===== config.mk =====
export PLATFORM = sky130hd
export DESIGN_NAME = csv_structure_validator_unit
export DESIGN_NICKNAME = d
export VERILOG_FILES = /design/src/hdl/csvv_pkg.sv /design/src/hdl/csvv_core.sv /design/src/hdl/csv_structure_validator_unit.sv
export VERILOG_INCLUDE_DIRS = /design/src /design/src/hdl
export SDC_FILE = /design/constraint.sdc
export NUM_CORES = 1
export LEC_CHECK = 0
export BUFFER_PORTS_ARGS = -buffer_cell sky130_fd_sc_hd__buf_2
export CAP_MARGIN = 20
export CELL_PAD_IN_SITES_DETAIL_PLACEMENT = 1
export CELL_PAD_IN_SITES_GLOBAL_PLACEMENT = 1
export CORE_MARGIN = 8
export CORE_UTILIZATION = 49
export CTS_CLUSTER_SIZE = 16
export DETAILED_ROUTE_END_ITERATION = 16
export PLACE_DENSITY = 0.95
export SETUP_SLACK_MARGIN = 0.5
export SYNTH_ARGS = -nofsm -noshare
export SYNTH_HDL_FRONTEND = slang
export SYNTH_SLANG_ARGS = --single-unit

===== constraint.sdc =====
create_clock -name clk -period 6.35 [get_ports clk]
set_input_delay 0.3175 -clock clk [delete_from_list [all_inputs] [get_ports clk]]
set_output_delay 0.3175 -clock clk [all_outputs]
set_load 0.02 [all_outputs]

===== src/hdl/csv_structure_validator_unit_assert.svh =====
// Assertion macros for the validator core.
`ifndef CSV_STRUCTURE_VALIDATOR_UNIT_ASSERT_SVH
`define CSV_STRUCTURE_VALIDATOR_UNIT_ASSERT_SVH

// Check on every clock edge outside reset.
`define CSVV_CHECK(label, prop, msg) \
	label: assert property (@(posedge clk) disable iff (!arst_n) prop) else $error(msg);

// Check on every clock edge, reset included.
`define CSVV_CHECK_ALWAYS(label, prop, msg) \
	label: assert property (@(posedge clk) prop) else $error(msg);

`endif


===== src/hdl/csvv_pkg.sv =====
package csvv_pkg;

	localparam logic [7:0] QUOTE_BYTE   = 8'h22;
	localparam logic [7:0] NEWLINE_BYTE = 8'h0A;
	localparam logic [7:0] SEP_RESET    = 8'h3B;

	localparam logic KIND_DATA = 1'b0;
	localparam logic KIND_EOF  = 1'b1;

	localparam logic [2:0] STATUS_OK        = 3'd0;
	localparam logic [2:0] STATUS_EOF_QUOTE = 3'd1;
	localparam logic [2:0] STATUS_BAD_QUOTE = 3'd2;
	localparam logic [2:0] STATUS_QUOTE_UNQ = 3'd3;
	localparam logic [2:0] STATUS_COLUMNS   = 3'd4;

	typedef struct packed {
		logic       kind;
		logic [7:0] data_byte;
	} item_t;

	typedef struct packed {
		logic [2:0]  status;
		logic [23:0] row_total;
		logic [15:0] column_total;
		logic [15:0] error_column;
		logic [23:0] error_row;
	} result_t;

	// Stage 1 to core: one item in flight plus the separator in use.
	typedef struct packed {
		logic       go;
		item_t      item;
		logic [7:0] sep;
	} scan_req_t;

endpackage


===== src/hdl/csvv_core.sv =====
`include "csv_structure_validator_unit_assert.svh"

module csvv_core #(
	parameter int COLUMN_BITS = 16,
	parameter int ROW_BITS    = 24
) (
	input  logic               clk,
	input  logic               arst_n,
	input  csvv_pkg::scan_req_t req,
	output logic               advance,
	output logic               result_valid,
	input  logic               result_stall,
	output csvv_pkg::result_t  result
);
	import csvv_pkg::*;

	typedef enum logic [1:0] {
		PH_START,
		PH_UNQUOTED,
		PH_QUOTED,
		PH_QSEEN
	} phase_t;

	localparam int CW = COLUMN_BITS + 1;

	phase_t                 phase_q, phase_d;
	logic                   first_q, first_d;
	logic                   err_q, err_d;
	logic [COLUMN_BITS-1:0] ccount_q, ccount_d;
	logic [COLUMN_BITS-1:0] cpos_q, cpos_d;
	logic [ROW_BITS-1:0]    rcount_q, rcount_d;
	logic                   result_valid_q;
	result_t                result_s2;

	logic                   fire;
	result_t                res;
	logic [COLUMN_BITS-1:0] ccount_inc, cpos_inc;
	logic [ROW_BITS-1:0]    rcount_inc, rcount_inc2;
	logic                   cols_match;
	logic                   is_nl, is_sep, is_q;
	logic [15:0]            err_col;
	logic [23:0]            err_row;

	assign advance      = !result_valid_q || !result_stall;
	assign result_valid = result_valid_q;
	assign result       = result_s2;

	assign ccount_inc  = (ccount_q == '1) ? ccount_q : ccount_q + COLUMN_BITS'(1);
	assign cpos_inc    = (cpos_q == '1) ? cpos_q : cpos_q + COLUMN_BITS'(1);
	assign rcount_inc  = (rcount_q == '1) ? rcount_q : rcount_q + ROW_BITS'(1);
	assign rcount_inc2 = (rcount_inc == '1) ? rcount_inc : rcount_inc + ROW_BITS'(1);
	// Compare one bit wider so a saturated position never matches.
	assign cols_match  = ({1'b0, cpos_q} + CW'(1)) == {1'b0, ccount_q};

	assign is_nl  = req.item.data_byte == NEWLINE_BYTE;
	assign is_sep = req.item.data_byte == req.sep;
	assign is_q   = req.item.data_byte == QUOTE_BYTE;

	assign err_col = first_q ? 16'(ccount_q - COLUMN_BITS'(1)) : 16'(cpos_inc);
	assign err_row = first_q ? 24'd0 : 24'(rcount_inc);

	always_comb begin
		phase_d  = phase_q;
		first_d  = first_q;
		err_d    = err_q;
		ccount_d = ccount_q;
		cpos_d   = cpos_q;
		rcount_d = rcount_q;
		fire     = 1'b0;
		res      = '0;
		if (req.go && req.item.kind == KIND_EOF) begin
			if (!err_q) begin
				fire = 1'b1;
				if (phase_q == PH_QUOTED) begin
					res.status       = STATUS_EOF_QUOTE;
					res.error_column = err_col;
					res.error_row    = err_row;
				end else if (first_q) begin
					res.status       = STATUS_OK;
					res.row_total    = 24'd1;
					res.column_total = 16'(ccount_q);
				end else if (cols_match) begin
					res.status       = STATUS_OK;
					res.row_total    = 24'(rcount_inc);
					res.column_total = 16'(ccount_q);
				end else begin
					res.status    = STATUS_COLUMNS;
					res.error_row = 24'(rcount_inc);
				end
			end
			// Rearm for the next table.
			err_d    = 1'b0;
			phase_d  = PH_START;
			first_d  = 1'b1;
			ccount_d = COLUMN_BITS'(1);
			cpos_d   = '0;
			rcount_d = ROW_BITS'(1);
		end else if (req.go && !err_q) begin
			if (phase_q == PH_QUOTED) begin
				if (is_q) begin
					phase_d = PH_QSEEN;
				end
			end else if (is_nl) begin
				phase_d = PH_START;
				if (first_q) begin
					first_d = 1'b0;
				end else begin
					rcount_d = rcount_inc;
					if (!cols_match) begin
						err_d         = 1'b1;
						fire          = 1'b1;
						res.status    = STATUS_COLUMNS;
						res.error_row = 24'(rcount_inc2);
					end else begin
						cpos_d = '0;
					end
				end
			end else if (is_sep) begin
				phase_d = PH_START;
				if (first_q) begin
					ccount_d = ccount_inc;
				end else begin
					cpos_d = cpos_inc;
				end
			end else begin
				case (phase_q)
					PH_START: begin
						phase_d = is_q ? PH_QUOTED : PH_UNQUOTED;
					end
					PH_UNQUOTED: begin
						if (is_q) begin
							err_d            = 1'b1;
							fire             = 1'b1;
							res.status       = STATUS_QUOTE_UNQ;
							res.error_column = err_col;
							res.error_row    = err_row;
						end
					end
					PH_QSEEN: begin
						if (is_q) begin
							phase_d = PH_QUOTED;
						end else begin
							err_d            = 1'b1;
							fire             = 1'b1;
							res.status       = STATUS_BAD_QUOTE;
							res.error_column = err_col;
							res.error_row    = err_row;
						end
					end
					default: begin
						phase_d = phase_q;
					end
				endcase
			end
		end
	end

	always_ff @(posedge clk or negedge arst_n) begin
		if (!arst_n) begin
			phase_q        <= PH_START;
			first_q        <= 1'b1;
			err_q          <= 1'b0;
			ccount_q       <= COLUMN_BITS'(1);
			cpos_q         <= '0;
			rcount_q       <= ROW_BITS'(1);
			result_valid_q <= 1'b0;
			result_s2      <= '0;
		end else begin
			phase_q  <= phase_d;
			first_q  <= first_d;
			err_q    <= err_d;
			ccount_q <= ccount_d;
			cpos_q   <= cpos_d;
			rcount_q <= rcount_d;
			if (req.go) begin
				result_valid_q <= fire;
				result_s2      <= res;
			end else if (!result_stall) begin
				result_valid_q <= 1'b0;
			end
		end
	end

	`CSVV_CHECK(a_err_latches, (req.go && fire && req.item.kind == KIND_DATA) |=> err_q, "error without latch")
	`CSVV_CHECK(a_err_silent, (req.go && err_q && req.item.kind == KIND_DATA) |=> !result_valid_q, "byte after error produced a result")
	`CSVV_CHECK(a_eof_rearm, (req.go && req.item.kind == KIND_EOF) |=> (phase_q == PH_START && first_q && !err_q), "end of file did not rearm")
	`CSVV_CHECK(a_width_fixed, (!first_q && !(req.go && req.item.kind == KIND_EOF)) |=> $stable(ccount_q), "column count moved after first row")
	`CSVV_CHECK_ALWAYS(a_ccount_nonzero, (!arst_n || ccount_q != '0), "column count is zero")

endmodule


===== src/hdl/csv_structure_validator_unit.sv =====
// Streaming structure check of a delimited text table, one byte item per clock. Send data bytes
// with kind 0 and close each table with a kind 1 end-of-file item; the block answers with at most
// one verdict per table: success with row and column totals, or the first error (end of file in a
// quoted cell, bad byte after a closing quote, quote in an unquoted cell, each with its column
// and row; wrong column count, with its row). Bytes after an error are dropped until end of
// file, which then gives no verdict and rearms the block. Each item passes the input register,
// then the state update into the result register; the block sustains one item per cycle and
// holds input only while a finished verdict waits at a stalled output with another behind it.
// The separator register (reset ';') is written through the cfg channel while the block is idle.
module csv_structure_validator_unit #(
	parameter int COLUMN_BITS = 16,
	parameter int ROW_BITS    = 24
) (
	input  logic              clk,
	input  logic              arst_n,
	input  logic              item_valid,
	output logic              item_stall,
	input  csvv_pkg::item_t   item,
	output logic              result_valid,
	input  logic              result_stall,
	output csvv_pkg::result_t result,
	input  logic              cfg_valid,
	output logic              cfg_ready,
	input  logic [7:0]        cfg_data
);
	import csvv_pkg::*;

	logic      valid_s1;
	item_t     item_s1;
	logic [7:0] sep_q;
	logic      advance;
	logic      accept;
	scan_req_t req;

	// Stall only when the stage 1 item cannot move into the core.
	assign item_stall = valid_s1 && !advance;
	assign accept     = item_valid && !item_stall;
	// Take separator writes only with no item in flight.
	assign cfg_ready  = !valid_s1;

	assign req.go   = valid_s1 && advance;
	assign req.item = item_s1;
	assign req.sep  = sep_q;

	always_ff @(posedge clk or negedge arst_n) begin
		if (!arst_n) begin
			valid_s1 <= 1'b0;
			sep_q    <= SEP_RESET;
		end else begin
			if (accept) begin
				valid_s1 <= 1'b1;
			end else if (advance) begin
				valid_s1 <= 1'b0;
			end
			if (cfg_valid && cfg_ready) begin
				sep_q <= cfg_data;
			end
		end
	end

	// Hold the payload with the valid bit; no reset needed.
	always_ff @(posedge clk) begin
		if (accept) begin
			item_s1 <= item;
		end
	end

	csvv_core #(
		.COLUMN_BITS(COLUMN_BITS),
		.ROW_BITS   (ROW_BITS)
	) u_core (
		.clk         (clk),
		.arst_n      (arst_n),
		.req         (req),
		.advance     (advance),
		.result_valid(result_valid),
		.result_stall(result_stall),
		.result      (result)
	);

endmodule


==> results of run 1 <==
flip-flops by register name (all words and copies together) (netlist names):
register and flops:
u_core.result 83, u_core.rcount_q 24, u_core.ccount_q 16, u_core.cpos_q 16
item_s1 9, sep_q 8, u_core.phase_q 2, u_core.err_q 1
u_core.first_q 1, u_core.result_valid 1, valid_s1 1
layout make-up:
class	instances	area, um^2
clock inverter	14	145
fill	2333	9000
clock buffer	18	429
multi-input combinational	810	5230
inverter	22	82.6
timing repair buffer	120	646
tap	270	338
antenna	1	2.50
sequential	162	4110
cells in the final DEF, fill, tap and decap left out, types with 8 or more instances in the layout:
cell type    n
and4_1       9
mux2i_1      9
and3_1      12
clkbuf_16   17
a211oi_1     8
o211ai_1     8
a21oi_1     55
nor3_1      32
inv_1       21
nand2b_1    12
a31oi_1      9
buf_4       11
xnor2_1     45
buf_2      106
dfstp_2      8
edfxtp_1     9
nand4_1     29
a22o_1      33
nor2_1      76
a32oi_1      8
nand3_1     36
o31ai_1     10
dfrtp_1    145
nor4_1      11
and2_1      10
xor2_1      33
mux2_2       9
or3_1       10
nand2_1    121
ha_1         8
o21ai_0     83
where the power goes:
group	switching (W)	leakage [nW]	internal (W)
Clock	0.000488	0.272	0.000552
Combinational	0.000109	2.22	0.0000457
Sequential	0.0000220	2.17	0.00107
Total	0.000619	4.66	0.00166
layer usage:
| metal | vias up | global-route usage | share of wire |
|---|---|---|---|
| li1 | 4031 | - | - |
| met1 | 4691 | 0.335 | 0.39 |
| met2 | 420 | 0.482 | 0.50 |
| met3 | 117 | 0.0502 | 0.062 |
| met4 | 0 | 0.160 | 0.044 |
| met5 | - | 0 | 0 |
critical path, delay by kind of cell (launching register included):
family | cells | cell delay [ns]
fa+ha+maj | 2 | 0.70
flops | 1 | 0.63
simple gates | 5 | 1.96
xor+xnor | 1 | 0.27
compound gates | 4 | 0.97
cells by family (layout without fill, tap and decap cells):
group,Yosys count,in the layout
AOI/OAI and AO/OA,286,286
xor gates and xnor gates,79,79
adders and majority gates,8,8
buffers and inverters,109,174
DFF,162,162
muxes,18,18
other,0,1
and+or+nand+nor,419,419
worst min path at each step:
stage	to	slack (ns)	cells after the start
after floorplan	sep_q[2]	0.02	0
after global placement	u_core.ccount_q[4]	0.42	1
after detailed placement	u_core.ccount_q[5]	0.44	1
after CTS	item_s1[1]	0.03	1
after global routing	item_s1[0]	0.04	1
final	item_s1[1]	0.04	1
metrics by stage:
stage	cell area (um^2)	cells	total power, W
after floorplan	9830	1081	0.00119
after global placement	10400	1382	0.00125
after detailed placement	10400	1383	0.00126
after CTS	11000	1416	0.00229
after global routing	11000	1417	0.00235
final	11000	1417	0.00228
==> flow_metrics.tcl, run 1 <==
set metrics [dict create \
    final_nets 1163 \
    drt_wl_total_um 34000 \
    p_leak_nw 4.66 \
    maxSlewHeadroom 0.313 \
    post_cts_resize_count 0 \
    drt-wirelength-per-cell_um 24.0 \
    worst_pin_slew_ns 1.03 \
    rr_worst_depth 12 \
    reg2reg_slack_ns 1.68 \
    hp-start "item[1]" \
    yosysMostFrequentCell "dfrtp_1" \
    dieArea_mm2 0.0249 \
    cts.clk_slew.worst_paths_ns 0.07 \
    r2r-end "u_core.result[4]" \
    cts_root_buf "clkbuf_16" \
    cts.sinks 162 \
    arrival_ns 4.98 \
    synth_simple_gate_area_frac 0.227 \
    drcViolationCount 0 \
    required_ns 6.66 \
    worstSetupPathType "flip-flop to flip-flop" \
    synth_adder_area_share 0.0102 \
    start_util 0.492 \
    crit_fanout 11 \
    yosysWarningCount 0 \
    drv_cap 0 \
    core_area_mm2 0.0200 \
    period_share 0.735 \
    cp_slowest_stage_delay_ns 0.67 \
    syn_inst 1081 \
    seq_area_frac_synth 0.418 \
    min_path_type "primary input to flip-flop" \
    area_delta_synth_final_pct 11.7 \
    synth-compound-area-share 0.202 \
    grt_pass1_wl_um 55000 \
    tns_ns 0 \
    track_usage 0.284 \
    via_per_inst 6.53 \
    synthXorXnorAreaFrac 0.0718 \
    whs_ns 0.0450 \
    ys_ff_latch 162 \
    grt_pass1_vias 9794 \
    critPathCaptureType "flip-flop" \
    skew_ns 0.0118 \
    startpoint "u_core.rcount_q[0]" \
    yosys.area.top_type "dfrtp_1" \
    synthTopCellsByCount "145 x dfrtp_1, 122 x nand2_1, 83 x o21ai_0, 77 x nor2_1, 55 x a21oi_1" \
    cts_tree "yes" \
    crit_end "u_core.result[4]" \
    grt_max_degree 87 \
    io_pins 108 \
    h-tree-depth 4 \
    async_flop_share 0.944 \
    grt_setup_unrepaired "no" \
    cp_slowest_cell "or4_1" \
    vias 9259 \
    hold_violations 0 \
    die_w_um 158 \
    crit-reg2reg-launch "u_core.rcount_q[0]" \
    synth_top_area_share 0.369 \
    ys.flop_type "dfrtp_1" \
    yosysUniqueCellTypes 101 \
    synth_area_per_cell_um2 9.10 \
    cts_buffer_depth 2 \
    drtIter0Drc 800 \
    syn_nets 1111 \
    die_h_um 158 \
    finalCriticalPeriod_ns 4.67 \
    cts_setup_buffers 0 \
    cts_hold_buf 1 \
    setup_ws_ns 1.68 \
    setup_viol 0 \
    grt.overflow.total 0 \
    dp_slack_ns 1.84 \
    portBuffers 107 \
    synth_top_family_by_area "simple AND/OR/NAND/NOR gates" \
    antenna_found_initial 2 \
    syn_area_mm2 0.00983 \
    status "complete, no violations" \
    synth.area.top_cells "dfrtp_1 37%, nand2_1 4.7%, o21ai_0 4.2%, xnor2_1 4.0%, a22o_1 2.9%" \
    utilization 0.550 \
    globalplace.congestion 0.993 \
    drive_gt1_frac 0.189 \
    numCtsBuffers 17 \
    synth_edf_count 9 \
    antenna_left 0 \
    setup.worst_path.start_class "flip-flop" \
    max_freq_ghz 0.214 \
    power.density_mw_per_mm2 208 \
    dp_hpwl_um 23400 \
    yosys-mux-area-fraction 0.0195 \
    dr.pass1.iters 5 \
    clock_latency_ns 0.45 \
    peakVddDrop_v 0.000185 \
    rows 52 \
    slew_viol_final 0 \
    crit_chain "ha_1, nand4_1, or4_1, nor2_4, xnor2_1, ha_1, o211a_2, and4bb_2, nand4_1, o211a_1, a32oi_1, o21ai_0" \
]
(Power assumes the default switching activity.)
==> inputs of run 2 (changes only) <==
Settings changed: CORE_UTILIZATION 49 to 41, PLACE_DENSITY 0.95 to 0.89.
Clock period 6.35 ns to 3.8 ns, I/O delays scaled along.
==> flow_metrics.tcl, run 2 (synthesis results as in run 1) <==
set metrics [dict create \
    dp_cells 1475 \
    globalplace.congestion 0.925 \
    hold_violations 0 \
    crit_fanout 5 \
    grt_setup_unrepaired "yes" \
    rows 56 \
    clock_latency_ns 0.44 \
    crit-reg2reg-launch "u_core.rcount_q[0]" \
    drt-wirelength-per-cell_um 22.9 \
    crit_chain "ha_4, nand4_1, or4_4, nor2_4, mux2i_2, inv_1, ha_2, o211a_2, and4bb_4, a41oi_4, nand3_1, or4b_1, o211ai_1" \
    numCtsBuffers 17 \
    cts_buffer_depth 2 \
    p_leak_nw 5.20 \
    core_area_mm2 0.0235 \
    final_cell_mix "138 x dfrtp_1, 120 x nand2_1, 106 x buf_2" \
    min_to "u_core.result_valid" \
    fin_cells 1557 \
    arrival_ns 3.72 \
    critPathCaptureType "flip-flop" \
    startpoint "u_core.rcount_q[0]" \
    path_buf_inv 1 \
    period_share 0.886 \
    utilization 0.511 \
    power.density_mw_per_mm2 323 \
    die_h_um 171 \
    dp_slack_ns 0.189 \
    portBuffers 107 \
    cp_slowest_stage_delay_ns 0.59 \
    antenna_left 0 \
    rr_worst_depth 13 \
    h-tree-depth 4 \
    skew_ns 0.0164 \
    drive_gt1_frac 0.263 \
    track_usage 0.243 \
    drtIter0Drc 854 \
    final_nets 1255 \
    cp_slowest_cell "dfstp_2" \
    cts_tree "yes" \
    required_ns 4.16 \
    start_util 0.418 \
    setup_viol 0 \
    peakVddDrop_v 0.000272 \
    via_per_inst 6.05 \
    cts_root_buf "clkbuf_16" \
    max_freq_ghz 0.297 \
    worstSetupPathType "flip-flop to flip-flop" \
    tns_ns 0 \
    setup_ws_ns 0.434 \
    final_common_cell "dfrtp_1" \
    antenna_found_initial 0 \
    dp_hpwl_um 24200 \
    dr.pass1.iters 4 \
    largest_register_ffs 83 \
    r2r-end "u_core.result[17]" \
    dieArea_mm2 0.0292 \
    finalCriticalPeriod_ns 3.37 \
    io_pins 108 \
    whs_ns 0.0621 \
    drv_cap 0 \
    grt_pass1_vias 9879 \
    grt_max_degree 74 \
    die_w_um 171 \
    setup.worst_path.start_class "flip-flop" \
    maxSlewHeadroom 0.319 \
    drt_wl_total_um 35600 \
    min_path_type "primary input to flip-flop" \
    slew_viol_final 0 \
    hold_depth 2 \
    final-seq-area_mm2 0.00412 \
    multi_input_area_mm2 0.00543 \
    grt_pass1_wl_um 55800 \
    area_delta_synth_final_pct 22.3 \
    reg2reg_slack_ns 0.43 \
    fillCellCount 2756 \
    status "complete, no violations" \
    worst_pin_slew_ns 1.02 \
    cts.clk_slew.worst_paths_ns 0.08 \
    hp-start "result_stall" \
    cts.sinks 162 \
    drcViolationCount 0 \
    crit_family "simple AND/OR/NAND/NOR gates" \
    n_antenna_cell 0 \
    grt.overflow.total 0 \
    vias 9420 \
]
## run 2: area by class of cell
class | count | share of cell area
Multi-Input combinational cell | 810 | 0.452
Sequential cell | 162 | 0.343
Timing Repair Buffer | 212 | 0.117
Clock buffer | 19 | 0.0377
Tap cell | 319 | 0.0332
Clock inverter | 13 | 0.0112
Inverter | 22 | 0.00687
## run 2: timing repair
| action | 4_1_cts | 5_1_grt |
|---|---|---|
| endpoints found under the hold margin | 80 | 0 |
| buffers inserted | 16 | 15 |
| pin swaps | 6 | 6 |
| resized for setup | 12 | 36 |
| hold buffers | 19 | 0 |
| endpoints found under the setup margin | 58 | 88 |
## run 2: how the worst max path moves through the flow
stage	endpoint	slack [ns]	cells after the start
CTS	u_core.result[17]	0.46	13
finish	u_core.result[17]	0.43	13
floorplan	u_core.result[17]	0.16	15
global placement	u_core.result[17]	0.29	13
global route	u_core.result[22]	0.31	11
detailed placement	u_core.result[17]	0.19	13
## run 2: worst register-to-register path, cell delays in order (launching register included)
cell and delay (ns):
dfstp_2 0.59, ha_4 0.16, nand4_1 0.12, or4_4 0.46, nor2_4 0.16, mux2i_2 0.25
inv_1 0.07, ha_2 0.19, o211a_2 0.12, and4bb_4 0.24, a41oi_4 0.24, nand3_1 0.10
or4b_1 0.48, o211ai_1 0.10
## run 2: power breakdown
part	switching (W)	leakage (nW)	internal [W]
Clock	0.000805	0.290	0.000963
Sequential	0.0000321	2.16	0.00178
Combinational	0.000193	2.74	0.000106
Total	0.00103	5.20	0.00285
## run 2: routing by layer
| metal | wire [um] | up-vias | track usage | share of wire |
|---|---|---|---|---|
| li1 | - | 4212 | - | - |
| met1 | 14700 | 4811 | 0.307 | 0.41 |
| met2 | 17800 | 305 | 0.405 | 0.50 |
| met3 | 1740 | 92 | 0.0392 | 0.049 |
| met4 | 1390 | 0 | 0.111 | 0.039 |
| met5 | 0 | - | 0 | 0 |
## run 2: through the flow
step / total power [W] / cell area, um^2
after global routing: 0.00402 / 12000
after global placement: 0.00210 / 10800
after CTS: 0.00390 / 11700
after floorplan: 0.00200 / 9840
after detailed placement: 0.00211 / 10800
final: 0.00388 / 12000
